$ cat config.mk
export PLATFORM = sky130hd
export DESIGN_NAME = button_click_longpress_events
export DESIGN_NICKNAME = d
export VERILOG_FILES = /design/src/sv/bcle_pkg.sv /design/src/sv/bcle_lane.sv /design/src/sv/bcle_merge.sv /design/src/sv/button_click_longpress_events.sv
export SDC_FILE = /design/constraint.sdc
export NUM_CORES = 1
export LEC_CHECK = 0
export BUFFER_PORTS_ARGS = -buffer_cell sky130_fd_sc_hd__clkbuf_2
export CAP_MARGIN = 15
export CORE_ASPECT_RATIO = 0.75
export CORE_MARGIN = 8
export CORE_UTILIZATION = 50
export DETAILED_ROUTE_END_ITERATION = 7
export GPL_TIMING_DRIVEN = 0
export PLACE_DENSITY = 0.76
export SYNTH_ARGS = -nofsm -noshare
export SYNTH_HDL_FRONTEND = slang
export SYNTH_HIERARCHICAL = 1
export SYNTH_SLANG_ARGS = --single-unit
$ cat constraint.sdc
create_clock -name clk_i -period 3.7 [get_ports clk_i]
set_input_delay 0.74 -clock clk_i [delete_from_list [all_inputs] [get_ports clk_i]]
set_output_delay 0.74 -clock clk_i [all_outputs]
set_load 0.05 [all_outputs]
$ cat src/sv/bcle_pkg.sv
// ----------------------------------------------------------------------------
// bcle_pkg
// Shared types and constants of the button click / long-press event block.
// ----------------------------------------------------------------------------
package bcle_pkg;

  // Widths of the channel fields
  localparam int unsigned PinW   = 8;   // buttons visible on the pin and mask fields
  localparam int unsigned TimeW  = 32;  // millisecond timestamp
  localparam int unsigned MsW    = 16;  // threshold registers
  localparam int unsigned CfgIdxW = 3;
  localparam int unsigned CfgDatW = 16;

  // Register indexes of the configuration port
  typedef enum logic [CfgIdxW-1:0] {
    RegPressEn   = 3'd0,
    RegReleaseEn = 3'd1,
    RegClickEn   = 3'd2,
    RegLongEn    = 3'd3,
    RegLongMs    = 3'd4,
    RegClickMs   = 3'd5
  } bcle_reg_e;

  // Per-button enables seen by one lane
  typedef struct packed {
    logic press;
    logic lng;
    logic click;
    logic rel;
  } bcle_lane_en_t;

  // Events found by one lane on one tick
  typedef struct packed {
    logic press;
    logic lng;
    logic click;
    logic rel;
  } bcle_lane_ev_t;

  // Merged event masks of one result beat
  typedef struct packed {
    logic [PinW-1:0] press;
    logic [PinW-1:0] lng;
    logic [PinW-1:0] click;
    logic [PinW-1:0] rel;
  } bcle_ev_t;

endpackage

$ cat src/sv/bcle_lane.sv
// ----------------------------------------------------------------------------
// bcle_lane
// One button: edge detection, hold timing and long-press bookkeeping.
// ----------------------------------------------------------------------------
module bcle_lane (
  input  logic                                 clk_i,
  input  logic                                 rst_ni,
  input  logic                                 accept_i,
  input  logic [bcle_pkg::TimeW-1:0]           now_i,
  input  logic                                 down_i,
  input  bcle_pkg::bcle_lane_en_t              en_i,
  input  logic [bcle_pkg::MsW-1:0]             long_press_ms_i,
  input  logic [bcle_pkg::MsW-1:0]             click_max_ms_i,
  output bcle_pkg::bcle_lane_ev_t              ev_o
);
  import bcle_pkg::*;

  logic             was_down_q, was_down_d;
  logic             long_done_q, long_done_d;
  logic [TimeW-1:0] hold_start_q, hold_start_d;
  logic [TimeW-1:0] elapsed;
  logic             rise, fall, held;

  // Classify the tick and time the hold (wraps modulo 2^32)
  assign elapsed = now_i - hold_start_q;
  assign rise    = down_i && !was_down_q;
  assign held    = down_i && was_down_q;
  assign fall    = !down_i && was_down_q;

  // Find events and next state
  always_comb begin
    ev_o         = '0;
    was_down_d   = down_i;
    long_done_d  = long_done_q;
    hold_start_d = hold_start_q;
    if (rise) begin
      hold_start_d = now_i;
      long_done_d  = 1'b0;
      ev_o.press   = en_i.press;
    end else if (held && !long_done_q) begin
      if (en_i.lng && (elapsed >= TimeW'(long_press_ms_i))) begin
        ev_o.lng    = 1'b1;
        long_done_d = 1'b1;
      end
    end else if (fall) begin
      ev_o.click = en_i.click && (elapsed <= TimeW'(click_max_ms_i));
      ev_o.rel   = en_i.rel;
    end
  end

  // Hold level and long-press flag
  always_ff @(posedge clk_i or negedge rst_ni) begin
    if (!rst_ni) begin
      was_down_q  <= 1'b0;
      long_done_q <= 1'b0;
    end else if (accept_i) begin
      was_down_q  <= was_down_d;
      long_done_q <= long_done_d;
    end
  end

  // Hold start time, written on every press edge before any read
  always_ff @(posedge clk_i) begin
    if (accept_i) begin
      hold_start_q <= hold_start_d;
    end
  end

  // Long-press only fires inside a hold that has not fired yet
  assert property (@(posedge clk_i) disable iff (!rst_ni)
    (accept_i && ev_o.lng) |-> (held && !long_done_q))
    else $error("long-press outside an unfired hold");

  // Click only on a release edge
  assert property (@(posedge clk_i) disable iff (!rst_ni)
    (accept_i && ev_o.click) |-> fall)
    else $error("click without a release edge");

  // Accepted level becomes the previous level
  assert property (@(posedge clk_i) disable iff (!rst_ni)
    accept_i |=> (was_down_q == $past(down_i)))
    else $error("previous level not tracked");

  // A firing sets the flag for the rest of the hold
  assert property (@(posedge clk_i) disable iff (!rst_ni)
    (accept_i && ev_o.lng) |=> long_done_q)
    else $error("long-press flag not set");

endmodule

$ cat src/sv/bcle_merge.sv
// ----------------------------------------------------------------------------
// bcle_merge
// Gather lane events into masks and hold them in an output register with skid.
// ----------------------------------------------------------------------------
module bcle_merge #(
  parameter int unsigned NumButtons = 8
) (
  input  logic                                    clk_i,
  input  logic                                    rst_ni,
  input  logic                                    push_i,
  input  bcle_pkg::bcle_lane_ev_t [NumButtons-1:0] lane_ev_i,
  output logic                                    full_o,
  output logic                                    out_valid_o,
  input  logic                                    out_stall_i,
  output bcle_pkg::bcle_ev_t                      out_ev_o
);
  import bcle_pkg::*;

  bcle_ev_t merged;
  bcle_ev_t out_q, skid_q;
  logic     out_valid_q, skid_valid_q;
  logic     take;

  // Combine lanes into masks; lanes past the mask width are dropped
  for (genvar i = 0; i < PinW; i++) begin : g_bit
    if (i < NumButtons) begin : g_on
      assign merged.press[i] = lane_ev_i[i].press;
      assign merged.lng[i]   = lane_ev_i[i].lng;
      assign merged.click[i] = lane_ev_i[i].click;
      assign merged.rel[i]   = lane_ev_i[i].rel;
    end else begin : g_off
      assign merged.press[i] = 1'b0;
      assign merged.lng[i]   = 1'b0;
      assign merged.click[i] = 1'b0;
      assign merged.rel[i]   = 1'b0;
    end
  end

  assign take = out_valid_q && !out_stall_i;

  // Advance output and skid registers
  always_ff @(posedge clk_i or negedge rst_ni) begin
    if (!rst_ni) begin
      out_valid_q  <= 1'b0;
      skid_valid_q <= 1'b0;
    end else if (take) begin
      if (skid_valid_q) begin
        skid_valid_q <= 1'b0;
      end else begin
        out_valid_q <= push_i;
      end
    end else if (push_i) begin
      if (out_valid_q) begin
        skid_valid_q <= 1'b1;
      end else begin
        out_valid_q <= 1'b1;
      end
    end
  end

  // Move payload with the valid bits
  always_ff @(posedge clk_i) begin
    if (take && skid_valid_q) begin
      out_q <= skid_q;
    end else if (push_i && (take || !out_valid_q)) begin
      out_q <= merged;
    end
    if (push_i && out_valid_q && !take) begin
      skid_q <= merged;
    end
  end

  assign full_o      = skid_valid_q;
  assign out_valid_o = out_valid_q;
  assign out_ev_o    = out_q;

  // Skid only holds a beat behind a waiting output
  assert property (@(posedge clk_i) disable iff (!rst_ni)
    skid_valid_q |-> out_valid_q)
    else $error("skid holds a beat with output empty");

  // No beat is pushed while the skid is full
  assert property (@(posedge clk_i) disable iff (!rst_ni)
    skid_valid_q |-> !push_i)
    else $error("push into full buffer");

  // After a push the output always holds a valid beat on the next cycle
  assert property (@(posedge clk_i) disable iff (!rst_ni)
    push_i |=> out_valid_q)
    else $error("pushed beat lost");

endmodule

$ cat src/sv/button_click_longpress_events.sv
// ----------------------------------------------------------------------------
// button_click_longpress_events
// Per-button press, long-press, click and release event detector.
// ----------------------------------------------------------------------------
//  channel  | handshake                  | payload
//  ---------+----------------------------+-------------------------------------
//  in       | in_valid_i / in_stall_o    | now_ms_i, pressed_pins_i
//  out      | out_valid_o / out_stall_i  | press/long/click/release_events_o
//  cfg      | cfg_valid_i / cfg_ready_o  | cfg_index_i, cfg_data_i
//
//  One tick is accepted per cycle while in_stall_o is low. Each button has its
//  own lane; the lane logic is one 32-bit subtract and two compares, and the
//  merge stage registers the masks in its output register or its skid.
//  Reset clears enables, sets long_press_ms to 1000 and click_max_ms to 500,
//  and marks every button released.
//  in_stall_o rises only when both the output register and the skid hold beats.
// ----------------------------------------------------------------------------
module button_click_longpress_events #(
  parameter int unsigned NumButtons = 8
) (
  input  logic                            clk_i,
  input  logic                            rst_ni,
  input  logic                            in_valid_i,
  output logic                            in_stall_o,
  input  logic [bcle_pkg::TimeW-1:0]      now_ms_i,
  input  logic [bcle_pkg::PinW-1:0]       pressed_pins_i,
  output logic                            out_valid_o,
  input  logic                            out_stall_i,
  output logic [bcle_pkg::PinW-1:0]       press_events_o,
  output logic [bcle_pkg::PinW-1:0]       long_events_o,
  output logic [bcle_pkg::PinW-1:0]       click_events_o,
  output logic [bcle_pkg::PinW-1:0]       release_events_o,
  input  logic                            cfg_valid_i,
  output logic                            cfg_ready_o,
  input  logic [bcle_pkg::CfgIdxW-1:0]    cfg_index_i,
  input  logic [bcle_pkg::CfgDatW-1:0]    cfg_data_i
);
  import bcle_pkg::*;

  logic [PinW-1:0] press_en_q, release_en_q, click_en_q, long_en_q;
  logic [MsW-1:0]  long_ms_q, click_ms_q;
  logic            accept;
  logic            full;
  bcle_ev_t        out_ev;
  bcle_lane_ev_t [NumButtons-1:0] lane_ev;

  assign cfg_ready_o = 1'b1;
  assign accept      = in_valid_i && !full;
  assign in_stall_o  = full;

  // Configuration registers; unused indexes are ignored
  always_ff @(posedge clk_i or negedge rst_ni) begin
    if (!rst_ni) begin
      press_en_q   <= '0;
      release_en_q <= '0;
      click_en_q   <= '0;
      long_en_q    <= '0;
      long_ms_q    <= MsW'(1000);
      click_ms_q   <= MsW'(500);
    end else if (cfg_valid_i) begin
      case (bcle_reg_e'(cfg_index_i))
        RegPressEn:   press_en_q   <= cfg_data_i[PinW-1:0];
        RegReleaseEn: release_en_q <= cfg_data_i[PinW-1:0];
        RegClickEn:   click_en_q   <= cfg_data_i[PinW-1:0];
        RegLongEn:    long_en_q    <= cfg_data_i[PinW-1:0];
        RegLongMs:    long_ms_q    <= cfg_data_i[MsW-1:0];
        RegClickMs:   click_ms_q   <= cfg_data_i[MsW-1:0];
        default:      ;
      endcase
    end
  end

  // One lane per button; buttons past the pin field never see a press
  for (genvar i = 0; i < NumButtons; i++) begin : g_lane
    logic          down;
    bcle_lane_en_t en;
    if (i < PinW) begin : g_pin
      assign down     = pressed_pins_i[i];
      assign en.press = press_en_q[i];
      assign en.lng   = long_en_q[i];
      assign en.click = click_en_q[i];
      assign en.rel   = release_en_q[i];
    end else begin : g_nopin
      assign down = 1'b0;
      assign en   = '0;
    end

    bcle_lane u_lane (
      .clk_i           (clk_i),
      .rst_ni          (rst_ni),
      .accept_i        (accept),
      .now_i           (now_ms_i),
      .down_i          (down),
      .en_i            (en),
      .long_press_ms_i (long_ms_q),
      .click_max_ms_i  (click_ms_q),
      .ev_o            (lane_ev[i])
    );
  end

  // Merge lanes and buffer the result beat
  bcle_merge #(
    .NumButtons (NumButtons)
  ) u_merge (
    .clk_i       (clk_i),
    .rst_ni      (rst_ni),
    .push_i      (accept),
    .lane_ev_i   (lane_ev),
    .full_o      (full),
    .out_valid_o (out_valid_o),
    .out_stall_i (out_stall_i),
    .out_ev_o    (out_ev)
  );

  assign press_events_o   = out_ev.press;
  assign long_events_o    = out_ev.lng;
  assign click_events_o   = out_ev.click;
  assign release_events_o = out_ev.rel;

endmodule

==> results.md <==
- Outcome: finished, violations left
- Failing checks: negative setup slack
- WP data required: 4200 ps
- Final hold viol count: 0
- Peak fanout along the critical path: 3
- Top FF cell, synth: edfxtp_1
- Crit path max-delay cell type: edfxtp_1
- Slew @ Worst Pin: 1090 ps
- WP buf/inv: 1
- Total GRT Usage: 0.274
- Clk root buf: clkbuf_16
- Commonest non-fill, non-tap cell in the layout: inv_1
- Syn Area/Cell: 9.30 sq um
- Distinct cells, synth: 94
- CTS tree: yes
- Row count: 86
- DR iter-0 viols: 3,549
- Syn Inst Count: 4,012
- First-pass GRT wire length: 184,000 microns
- EDFF count, synth: 320
- Pre-antenna DRT Iters: 6
- Clock Sinks: 402
- R2r setup slk: -620 ps
- P_leak: 19.4 nW
- Worst-path clk slew: 70 ps
- Final period util: 1.17
- Inserted Clock Buffers: 47
- Setup violations, final: 36
- Max VDD drop: 0.390 mV
- Critical Path Max Stage Delay: 420 ps
- H-tree depth: 2
- Min-Delay Endpoint: g_lane[0].u_lane/hold_start_q[0]
- Clock Skews: 34.5 ps
- Grt total ovfl: 0
- Syn-to-layout area delta: 19.1%
- Pwr Density: 492 mW/mm^2
- Ratio of cells with drive above 1 in the final layout: 0.200
- CP endpoint kind: flip-flop
- Asr flop ratio synth: 0.204
- Io pins: 99
- Slew Limit Fails: 0
- Routed len/inst: 23.0 microns
- Die width: 331 microns
- Largest net degree at the start of global routing: 67
- Routability cong.: 0.957
- Crit path time final: 4320 ps
- Area of the core: 0.0737 sq mm
- Initial Utilization: 0.506
- Post-placement setup slack: -2270 ps
- Hold Crit Start: now_ms_i[0]
- Final Worst Setup Slack: -623 ps
- Worst slew margin: 0.271
- Yosys warnings: 6
- Final antenna-violating net count: 0
- Via density: 6.32
- Crit-path leading delay family: compound AO/OA/AOI/OAI gates
- Hpwl dp: 84,200 microns
- Skew-Pair Late Insertion Delay: 630 ps
- Remaining routing DRC violations: 0
- RSZ-0062 raised after global routing: yes
- Setup TNS: -10,850 ps
- Clock Path Buffers: 3
- Synthesized area: 0.0373 sq mm
- RR Endpoint: u_merge/out_ev_o[11]
- Die H: 253 microns
- I/O Buffers: 97
- FMAX: 231 MHz
- Die ar.: 0.0837 sq mm
- Post-Route WL: 122,000 microns
- Crit path kind: reg2reg
- RR Startpoint: g_lane[3].u_lane/hold_start_q[0]
- Syn_nets: 4,588
- Fillers: 5,902
- Commonest cells after routing, fill and taps aside: inv_1 (545), ha_1 (445), edfxtp_1 (320)
- Leading area contributor after synthesis: edfxtp_1
- Vias in the first global route: 31,500
- Worst Setup Start Kind: flip-flop
- Critical Path AT: 4820 ps
- Total Nets Final: 4,869
- Post-synthesis sequential area ratio: 0.313
- Yosys top cell area share: 0.258
- Seq cells post-synth: 402
- Hold path cells: 1
- Antenna violations before repair: 8
- Top area cells in the synthesized netlist: edfxtp_1 (26%), ha_1 (17%), inv_1 (5.6%), dfrtp_1 (4.7%), a21oi_1 (4.2%)
- Reg2Reg Depth: 21
- Worst Hold Margin: 351 ps
- Critical path cell sequence: ha_4 -> fa_2 -> nor2b_4 -> o2111ai_4 -> nand2_2 -> a21o_1 -> a21o_1 -> a21oi_2 -> o21bai_1 -> xor2_1 -> ha_1 -> a21oi_1 -> nor2b_1 -> o21ai_1 -> nand2b_1 -> a21oi_2 -> o221ai_2 -> a2111oi_4 -> and4b_2 -> buf_12 -> mux2_4
- Vias: 33,500
- Hold Path Class: in2reg
- Max Cap Viol: 0
[layout make-up]
class                           instances  area [sq um]  area share
Antenna cell                            1          2.50   0.0000563
Buffer                                 91           507      0.0114
Clock buffer                           56          1240      0.0279
Clock inverter                         28           325     0.00732
Inverter                              553          2150      0.0483
Multi-Input combinational cell       2962         25400       0.571
Sequential cell                       402         11700       0.263
Tap cell                              968          1210      0.0272
Timing Repair Buffer                  236          1980      0.0446
[how the worst max path moves through the flow]
stage,slack [ps],to,depth (start not counted),from
floorplan,-390,u_merge/out_ev_o[10],16,now_ms_i[0]
global placement,-2570,u_merge/out_ev_o[12],16,now_ms_i[0]
detailed placement,-2270,u_merge/out_ev_o[20],17,now_ms_i[0]
CTS,-560,u_merge/out_ev_o[11],20,g_lane[3].u_lane/hold_start_q[0]
global route,-690,u_merge/out_ev_o[11],19,g_lane[3].u_lane/hold_start_q[0]
finish,-620,u_merge/out_ev_o[11],21,g_lane[3].u_lane/hold_start_q[0]
[power breakdown]
group / internal (mW) / total [mW] / leakage [nW] / switching [mW]
Sequential: 5.73 / 6.50 / 3.92 / 0.767
Combinational: 4.35 / 10.5 / 14.7 / 6.20
Clock: 2.72 / 4.84 / 0.759 / 2.12
Total: 12.8 / 21.9 / 19.4 / 9.09
[kinds of logic (layout without fill, tap and decap cells)]
group	count (synthesis)	after routing	synth area share
buffers and inverters	648	964	0.0694
and+or+nand+nor	984	984	0.145
muxes	114	114	0.0380
other	1	2	0.000100
xor gates and xnor gates	170	170	0.0399
DFF	402	402	0.313
AOI/OAI and AO/OA	1181	1181	0.221
adders and majority gates	512	512	0.173
[state kept, by name, summed over array words and instances (netlist names)]
signal                      count
u_merge/out_valid_o             1
long_ms_q                      16
release_en_q                    8
g_lane.u_lane/was_down_q        8
click_ms_q                     16
u_merge/skid_q                 32
g_lane.u_lane/long_done_q       8
long_en_q                       8
g_lane.u_lane/hold_start_q    256
u_merge/out_ev_o               32
u_merge/full_o                  1
press_en_q                      8
click_en_q                      8
[cells in the mapped netlist (32+ instances only)]
library cell  instances
mux2_4               40
a31oi_1              36
o21bai_1             60
nand2b_1             59
o21ai_0             133
o2111ai_1            32
xnor2_1             110
a21o_1              150
nor2_1              180
inv_1               553
nor3_1               64
nand4_1             104
clkbuf_1             42
ha_1                504
o21a_1               90
dfrtp_1              70
mux2_2               62
buf_2                33
a211oi_1             38
nand2_1             236
edfxtp_1            320
a21oi_1             316
nand3_1              58
xor2_1               60
o21ai_1              40
[metrics by stage]
step | cells | power (mW) | cell area, sq um | utilization
4_1_cts | 5246 | 21.3 | 43500 | 0.590
5_1_grt | 5296 | 23.1 | 44500 | 0.603
3_3_place_gp | 5077 | 15.2 | 39500 | 0.536
6_report | 5297 | 21.9 | 44500 | 0.603
3_5_place_dp | 5083 | 15.6 | 39700 | 0.539
2_1_floorplan | 4012 | 13.0 | 37800 | -
[metal layers]
metal,up-vias,track usage,part of all wire
met4,2,0.114,0.048
li1,15500,-,-
met3,308,0.0590,0.098
met5,-,0,0.00011
met1,16100,0.379,0.44
met2,1576,0.415,0.42
[timing repair]
action / in CTS / in global routing
resized for setup: 303 / 85
endpoints found under the setup margin: 40 / 40
hold buffers: 1 / 0
setup buffers: 79 / 59
gates cloned: 0 / 1
pin swaps: 155 / 93
hold endpoints to repair: 3 / 0
(Power assumes the default switching activity.)
